### config.mk
export PLATFORM = sky130hd
export DESIGN_NAME = touch_tap_slide_classifier
export DESIGN_NICKNAME = d
export VERILOG_FILES = /design/src/design/tts_pkg.sv /design/src/design/tts_step.sv /design/src/design/touch_tap_slide_classifier.sv
export VERILOG_INCLUDE_DIRS = /design/src /design/src/design
export SDC_FILE = /design/constraint.sdc
export NUM_CORES = 1
export LEC_CHECK = 0
export BUFFER_PORTS_ARGS = -buffer_cell sky130_fd_sc_hd__buf_2
export CAP_MARGIN = 15
export CORE_MARGIN = 4
export CORE_UTILIZATION = 33
export CTS_BUF_LIST = sky130_fd_sc_hd__clkbuf_8
export CTS_CLUSTER_DIAMETER = 100
export DETAILED_ROUTE_END_ITERATION = 8
export GPL_ROUTABILITY_DRIVEN = 0
export PLACE_DENSITY_LB_ADDON = 0.05
export SETUP_SLACK_MARGIN = 0.2
export SLEW_MARGIN = 20
export SYNTH_ARGS = -nofsm -noshare
export SYNTH_HDL_FRONTEND = slang
export SYNTH_SLANG_ARGS = --single-unit
### constraint.sdc
create_clock -name clk_i -period 5.6 [get_ports clk_i]
set_input_delay 1.4 -clock clk_i [delete_from_list [all_inputs] [get_ports clk_i]]
set_output_delay 1.4 -clock clk_i [all_outputs]
set_load 0.03 [all_outputs]
### src/design/touch_tap_slide_classifier_assert.svh
// Assertion macros used by the touch tap and slide classifier top level.
`ifndef TOUCH_TAP_SLIDE_CLASSIFIER_ASSERT_SVH
`define TOUCH_TAP_SLIDE_CLASSIFIER_ASSERT_SVH

// Checks that a condition holds at every clock edge outside reset.
`define TTS_ASSERT(label, prop) \
  label: assert property (@(posedge clk_i) disable iff (!rst_ni) (prop)) \
    else $error("touch classifier: invariant violated");

// Checks that a condition in one cycle is followed by another in the next cycle.
`define TTS_ASSERT_NEXT(label, ante, cons) \
  label: assert property (@(posedge clk_i) disable iff (!rst_ni) (ante) |=> (cons)) \
    else $error("touch classifier: sequence violated");

`endif

### src/design/tts_pkg.sv
// Types, constants and helper functions of the touch tap and slide classifier.
package tts_pkg;

  // Coordinate bits that take part in tracking; the port fields stay 15 bits wide.
  localparam int unsigned CoordWidth = 15;
  localparam int unsigned PortCoordW = 15;
  localparam int unsigned DiffW      = 16;
  localparam int unsigned MagW       = CoordWidth + 1;

  localparam int unsigned DataInW  = 40;
  localparam int unsigned DataOutW = 96;
  localparam int unsigned CountW   = 4;
  localparam int unsigned XLsb     = 4;
  localparam int unsigned YLsb     = XLsb + PortCoordW;

  localparam int unsigned CfgIdxW  = 2;
  localparam int unsigned CfgDataW = 8;

  localparam logic [CfgIdxW-1:0] CfgSlideRange = 2'd0;
  localparam logic [CfgIdxW-1:0] CfgMaxPoints  = 2'd1;

  localparam logic [7:0] SlideRangeRst = 8'd6;
  localparam logic [3:0] MaxPointsRst  = 4'd5;

  localparam logic [2:0] EvNone     = 3'd0;
  localparam logic [2:0] EvDown     = 3'd1;
  localparam logic [2:0] EvUp       = 3'd2;
  localparam logic [2:0] EvSlide    = 3'd3;
  localparam logic [2:0] EvSlideEnd = 3'd4;

  typedef enum logic [4:0] {
    GestNone     = 5'b00001,
    GestDown     = 5'b00010,
    GestUp       = 5'b00100,
    GestSlide    = 5'b01000,
    GestSlideEnd = 5'b10000
  } gesture_e;

  typedef struct packed {
    logic [7:0] slide_thresh;
    logic [3:0] max_points;
  } tts_cfg_t;

  typedef struct packed {
    logic                  ready;
    logic [CountW-1:0]     count;
    logic [CoordWidth-1:0] x;
    logic [CoordWidth-1:0] y;
  } tts_item_t;

  typedef struct packed {
    gesture_e              gesture;
    logic [CoordWidth-1:0] cur_x;
    logic [CoordWidth-1:0] cur_y;
    logic [CoordWidth-1:0] begin_x;
    logic [CoordWidth-1:0] begin_y;
    logic [DiffW-1:0]      diff_x;
    logic [DiffW-1:0]      diff_y;
  } tts_state_t;

  function automatic logic [2:0] event_code(gesture_e g);
    logic [2:0] code;
    unique case (g)
      GestNone:     code = EvNone;
      GestDown:     code = EvDown;
      GestUp:       code = EvUp;
      GestSlide:    code = EvSlide;
      GestSlideEnd: code = EvSlideEnd;
      default:      code = EvNone;
    endcase
    return code;
  endfunction

endpackage

### src/design/tts_step.sv
// Next-state logic of the touch classifier for one poll.
module tts_step (
  input  tts_pkg::tts_state_t state_i,
  input  tts_pkg::tts_item_t  item_i,
  input  tts_pkg::tts_cfg_t   cfg_i,
  output tts_pkg::tts_state_t state_o
);
  import tts_pkg::*;

  logic signed [CoordWidth:0] dx, dy;
  logic        [CoordWidth:0] mag_x, mag_y;
  logic                       count_ok;
  logic                       far;

  assign dx = $signed({1'b0, item_i.x}) - $signed({1'b0, state_i.cur_x});
  assign dy = $signed({1'b0, item_i.y}) - $signed({1'b0, state_i.cur_y});
  assign mag_x = dx[CoordWidth] ? MagW'(-dx) : MagW'(dx);
  assign mag_y = dy[CoordWidth] ? MagW'(-dy) : MagW'(dy);
  assign far = (mag_x >= MagW'(cfg_i.slide_thresh)) || (mag_y >= MagW'(cfg_i.slide_thresh));
  assign count_ok = (item_i.count != '0) && (item_i.count <= cfg_i.max_points);

  always_comb begin
    state_o = state_i;
    if (item_i.ready) begin
      if (count_ok) begin
        unique case (state_i.gesture) inside
          GestNone, GestUp, GestSlideEnd: begin
            state_o.gesture = GestDown;
            state_o.cur_x   = item_i.x;
            state_o.cur_y   = item_i.y;
            state_o.begin_x = item_i.x;
            state_o.begin_y = item_i.y;
          end
          GestDown, GestSlide: begin
            state_o.diff_x = DiffW'(dx);
            state_o.diff_y = DiffW'(dy);
            if ((state_i.gesture == GestSlide) || far) begin
              state_o.gesture = GestSlide;
              state_o.cur_x   = item_i.x;
              state_o.cur_y   = item_i.y;
            end
          end
          default: state_o = state_i;
        endcase
      end else begin
        unique case (state_i.gesture) inside
          GestSlide:    state_o.gesture = GestSlideEnd;
          GestDown:     state_o.gesture = GestUp;
          GestSlideEnd: state_o.gesture = GestSlideEnd;
          default:      state_o.gesture = GestNone;
        endcase
      end
    end
  end

endmodule

### src/design/touch_tap_slide_classifier.sv
// Top level of the touch tap and slide classifier with stream ports and config port.
// A poll accepted into the input register shows its result when the gesture
// state register, which also serves as the result register, loads from the input register.
// Throughput: one poll per cycle while the result side takes results or the slot is empty.
// Reset clears the gesture state, tracked positions, movement and valid flags, and loads
// the slide threshold with 6 and max_points with 5. No clearing pass is needed.
`include "touch_tap_slide_classifier_assert.svh"

module touch_tap_slide_classifier (
  input  logic                            clk_i,
  input  logic                            rst_ni,
  // Poll stream.
  input  logic                            s_axis_tvalid,
  output logic                            s_axis_tready,
  // tdata from bit 0: point_count[3:0], touch_x[14:0], touch_y[14:0], zero pad.
  input  logic [tts_pkg::DataInW-1:0]     s_axis_tdata,
  // tuser: report_ready.
  input  logic                            s_axis_tuser,
  // Result stream.
  output logic                            m_axis_tvalid,
  input  logic                            m_axis_tready,
  // tdata from bit 0: pos_x, pos_y, origin_x, origin_y (15 bits each),
  // move_x, move_y (16 bits each), zero pad.
  output logic [tts_pkg::DataOutW-1:0]    m_axis_tdata,
  // tuser: event_code[2:0].
  output logic [2:0]                      m_axis_tuser,
  // Configuration writes.
  input  logic                            cfg_valid_i,
  output logic                            cfg_ready_o,
  input  logic [tts_pkg::CfgIdxW-1:0]     cfg_index_i,
  input  logic [tts_pkg::CfgDataW-1:0]    cfg_data_i
);
  import tts_pkg::*;

  tts_cfg_t   cfg_q;
  tts_item_t  in_q;
  logic       in_valid_q;
  tts_state_t state_q, state_d;
  logic       out_valid_q;
  logic       out_free;
  logic       advance;

  // The gesture state doubles as the result register: it only changes when a new
  // result is loaded, which needs the previous one taken or the slot empty.
  assign out_free      = !out_valid_q || m_axis_tready;
  assign advance       = in_valid_q && out_free;
  assign s_axis_tready = !in_valid_q || advance;
  assign cfg_ready_o   = 1'b1;

  always_ff @(posedge clk_i or negedge rst_ni) begin
    if (!rst_ni) begin
      cfg_q.slide_thresh <= SlideRangeRst;
      cfg_q.max_points   <= MaxPointsRst;
    end else if (cfg_valid_i) begin
      unique case (cfg_index_i)
        CfgSlideRange: cfg_q.slide_thresh <= cfg_data_i;
        CfgMaxPoints:  cfg_q.max_points   <= cfg_data_i[3:0];
        default:       cfg_q <= cfg_q;
      endcase
    end
  end

  // Input register: holds one poll, so one more poll can be taken while a result waits.
  always_ff @(posedge clk_i or negedge rst_ni) begin
    if (!rst_ni) begin
      in_valid_q <= 1'b0;
    end else if (s_axis_tready) begin
      in_valid_q <= s_axis_tvalid;
    end
  end

  always_ff @(posedge clk_i) begin
    if (s_axis_tvalid && s_axis_tready) begin
      in_q.ready <= s_axis_tuser;
      in_q.count <= s_axis_tdata[CountW-1:0];
      in_q.x     <= s_axis_tdata[XLsb +: CoordWidth];
      in_q.y     <= s_axis_tdata[YLsb +: CoordWidth];
    end
  end

  tts_step u_step (
    .state_i (state_q),
    .item_i  (in_q),
    .cfg_i   (cfg_q),
    .state_o (state_d)
  );

  always_ff @(posedge clk_i or negedge rst_ni) begin
    if (!rst_ni) begin
      state_q.gesture <= GestNone;
      state_q.cur_x   <= '0;
      state_q.cur_y   <= '0;
      state_q.begin_x <= '0;
      state_q.begin_y <= '0;
      state_q.diff_x  <= '0;
      state_q.diff_y  <= '0;
      out_valid_q     <= 1'b0;
    end else begin
      if (advance) begin
        state_q <= state_d;
      end
      if (out_free) begin
        out_valid_q <= advance;
      end
    end
  end

  assign m_axis_tvalid = out_valid_q;
  assign m_axis_tuser  = event_code(state_q.gesture);
  assign m_axis_tdata  = {4'b0000, state_q.diff_y, state_q.diff_x,
                          PortCoordW'(state_q.begin_y), PortCoordW'(state_q.begin_x),
                          PortCoordW'(state_q.cur_y), PortCoordW'(state_q.cur_x)};

  // A buffered poll is never dropped while the result side stalls.
  `TTS_ASSERT_NEXT(a_in_held, in_valid_q && !advance, in_valid_q)
  // Every processed poll produces a result in the next cycle.
  `TTS_ASSERT_NEXT(a_result_follows, advance, out_valid_q)
  // While pressed or just released without a slide, the tracked point is the origin.
  `TTS_ASSERT(a_tap_at_origin,
              !(state_q.gesture == GestDown || state_q.gesture == GestUp) ||
              (state_q.cur_x == state_q.begin_x && state_q.cur_y == state_q.begin_y))
  // A slide can only continue or end as a slide end.
  `TTS_ASSERT_NEXT(a_slide_exit, state_q.gesture == GestSlide,
                   state_q.gesture == GestSlide || state_q.gesture == GestSlideEnd)

endmodule

==> metrics.md <==
| Metric | Value |
|---|---|
| Clk_skew | between 0.02 and 0.025 ns |
| Post-layout min period | 4.899 ns |
| Final Cycle Share | 0.8749 |
| Total track usage | 0.1455 |
| HPWL Detailed | 15560 µm |
| RSZ-0062 raised after global routing | false |
| Max-cap violations | 0 |
| Power Density | 660.8 nW/µm² |
| GR Overflow Total | 0 |
| Post-Syn Instances | 830 |
| Synth cell types | just under 70 |
| Relative slew slack | 0.3197 |
| Ys async rst share | 0.7603 |
| Tightest Pin Transition | 1.021 ns |
| Place WS | about 0.56 ns |
| Critical path class | flop to flop |
| Vias per cell | between 4 and 5 |
| Final nets | 1000 |
| I/O pin total | 158 |
| Share of post-route cells with drive strength above 1 | 0.3134 |
| Iteration-0 DRC Markers | 359 |
| Largest net degree at the start of global routing | 78 |
| Core area | between 20000 and 30000 µm² |
| Final WS setup | 0.7006 ns |
| Synth Cell Area | 8737 µm² |
| Crit-path max FO | 33 |
| Area growth syn-to-layout | 9.423% |
| Worst setup SP type | flop |
| Final WL | 20550 µm |
| Setup crit end kind | flop |
| Setup Viol. Count Final | 0 |
| Initial antenna violation count | 0 |
| Setup TNS | 0 ns |
| CP required | 5.95 ns |
| Status | complete, no violations |
| Ranking of synthesized cells by area | dfrtp_1, edfxtp_1, mux2_2 |
| Vias | 6028 |
| M1 wire length | a little under 10000 µm |
| Worst VDD drop | 0.0002339 V |
| CTS buffer count | 17 |
| Register area share after synthesis | 0.4389 |
| Fin. Hold Viols | 0 |
| Num rows | 59 |
| # diodes | 0 |
| Synth warn | 0 |
| Leak | 4.407 nW |
| Length of routed met3 wiring | slightly above 1000 µm |
| Buffers on Ports | 146 |
| Clock sinks | 146 |
| Clock transition at path regs | 0.10 ns |
| Avg WL per Cell | ~17 µm |
| Clock Latency Late Sink | 0.46 ns |
| Root buf cell | clkbuf_8 |
| Cell taking the most area after synthesis | dfrtp_1 |
| Die ar. | between 20000 and 30000 µm² |
| Met2 routed WL | 9590 µm |
| Syn avg cell area | approximately 11 µm² |
| Post-synthesis register bit count | 146 |
| Most common cell after layout, fill and taps aside | buf_2 |
| Commonest non-fill, non-tap cells in the layout | buf_2, dfrtp_1, mux2_2 |
| Initial Util | 0.3353 |
| Post-synth EDFFs | 35 |
| Max Fclk | 0.2041 GHz |
| Max-slew violation count | 0 |
| CTS Buffer Depth | 2 |
| Filler cell count in the final layout | between 2000 and 3000 |
| Critical path arrival | 5.25 ns |
| Drt first pass iters | 4 |
| CTS tree | yes |
| Antenna Nets Post-Route | 0 |
| Die H | 170.7 µm |
| Die width | 170.7 µm |
| Post-CTS Setup Repair Bufs | 0 |
| Max layer used | met4 |
| Main synth FF type | dfrtp_1 |
| CTS H-Tree Depth | 4 |
| Vias in the first global route | 6286 |
| DRC violations left | 0 |
| Yosys top cell area share | 0.3036 |
| Hold Path Class | flop to flop |
| First-pass GRT wire length | ~34000 µm |
## registers in the layout (all words and copies together) (netlist names)
| register | cells |
|---|---|
| m_axis_tdata | 92 |
| in_q | 35 |
| cfg_q | 12 |
| state_q | 5 |
| in_valid_q | 1 |
| m_axis_tvalid | 1 |
## worst max-delay path, stage by stage, from the launching register on
cell and delay [ns]:
edfxtp_1 0.43, ha_1 0.38, a21oi_2 0.24, o211ai_1 0.17
or2_2 0.33, o211a_1 0.23, o21ai_0 0.15, a21oi_1 0.08
o21ai_1 0.17, buf_4 0.18, nand2_1 0.08, mux2_2 0.29
ha_1 0.28, a21o_1 0.16, a21o_1 0.16, a21oi_1 0.14
o211ai_1 0.11, nand4b_1 0.30, o31ai_4 0.26, buf_12 0.26
mux2_2 0.37
## cell type report
cell class / instances / area (µm²) / share of cell area
flip-flops and latches: 146 / 3835 / 0.4011
inverters: 57 / 214.0 / 0.02238
multi-input cells: 513 / 3879 / 0.4057
well taps: 335 / 419.2 / 0.04384
clock buffers: 17 / 234.0 / 0.02447
clock inverters: 15 / 162.7 / 0.01701
repair buffers: 155 / 817.0 / 0.08546
## logic make-up after synthesis
logic type               Yosys count  share of synthesized area
AO/OA/AOI/OAI                    162                     0.1203
XOR/XNOR                          32                    0.03208
adder cells (fa/ha/maj)           54                    0.07905
buffers and inverters            174                     0.1190
flip-flops                       146                     0.4389
multiplexers                      83                     0.1065
other                              2                  0.0008596
AND/OR/NAND/NOR                  177                     0.1033
## metal layers
metal  up-vias  global-route usage
li1       2953                   -
met1      2933              0.1975
met2       128              0.2369
met3        14             0.03581
met4         0             0.03160
met5         -                   0
## metrics by stage
step | std cells | util | cell area (µm²) | total power [mW] | hold WS, ns
3_5_place_dp | 1206 | 0.3514 | 9156 | 5.531 | 0.4761
4_1_cts | 1238 | 0.3666 | 9553 | 6.425 | 0.4963
3_3_place_gp | 1206 | 0.3514 | 9156 | 5.455 | 0.4639
2_1_floorplan | 833 | - | 8748 | 4.915 | 0.4491
6_report | 1238 | 0.3669 | 9560 | 6.318 | 0.4857
5_1_grt | 1238 | 0.3669 | 9560 | 6.879 | 0.5261
## cell usage after synthesis (all sizes together) (10+ instances only)
library cell,number
or3,10
inv,56
nor3,10
nand2,55
buf,101
dfrtp,106
o21ai,58
ha,52
clkbuf,16
nand2b,12
a21o,16
nor2,27
edfxtp,35
nand3,17
a21oi,30
o211ai,12
xnor2,22
mux2,80
xor2,10
## worst paths after layout
check,start,end,slack (ns),cells past startpoint
hold / removal,m_axis_tdata[75],m_axis_tdata[75],0.49,2
max in group asynchronous,rst_ni,m_axis_tdata[1],3.64,2
hold reg to reg,m_axis_tdata[75],m_axis_tdata[75],0.49,2
setup reg to reg,in_q[6],m_axis_tdata[28],0.70,20
min in group asynchronous,rst_ni,cfg_q[1],0.97,1
setup / recovery,in_q[6],m_axis_tdata[28],0.70,20
## power by group
group,leakage (nW),switching [mW],internal (mW)
registers,1.69,0.241,1.46
logic,2.51,2.31,1.45
clock network,0.201,0.481,0.373
## timing repair
item	in CTS	in global routing
setup endpoints to repair	0	29
hold buffers	0	0
gates resized for setup	0	1
hold endpoints to repair	0	0
Note: power is estimated with default switching activity, not from simulation.
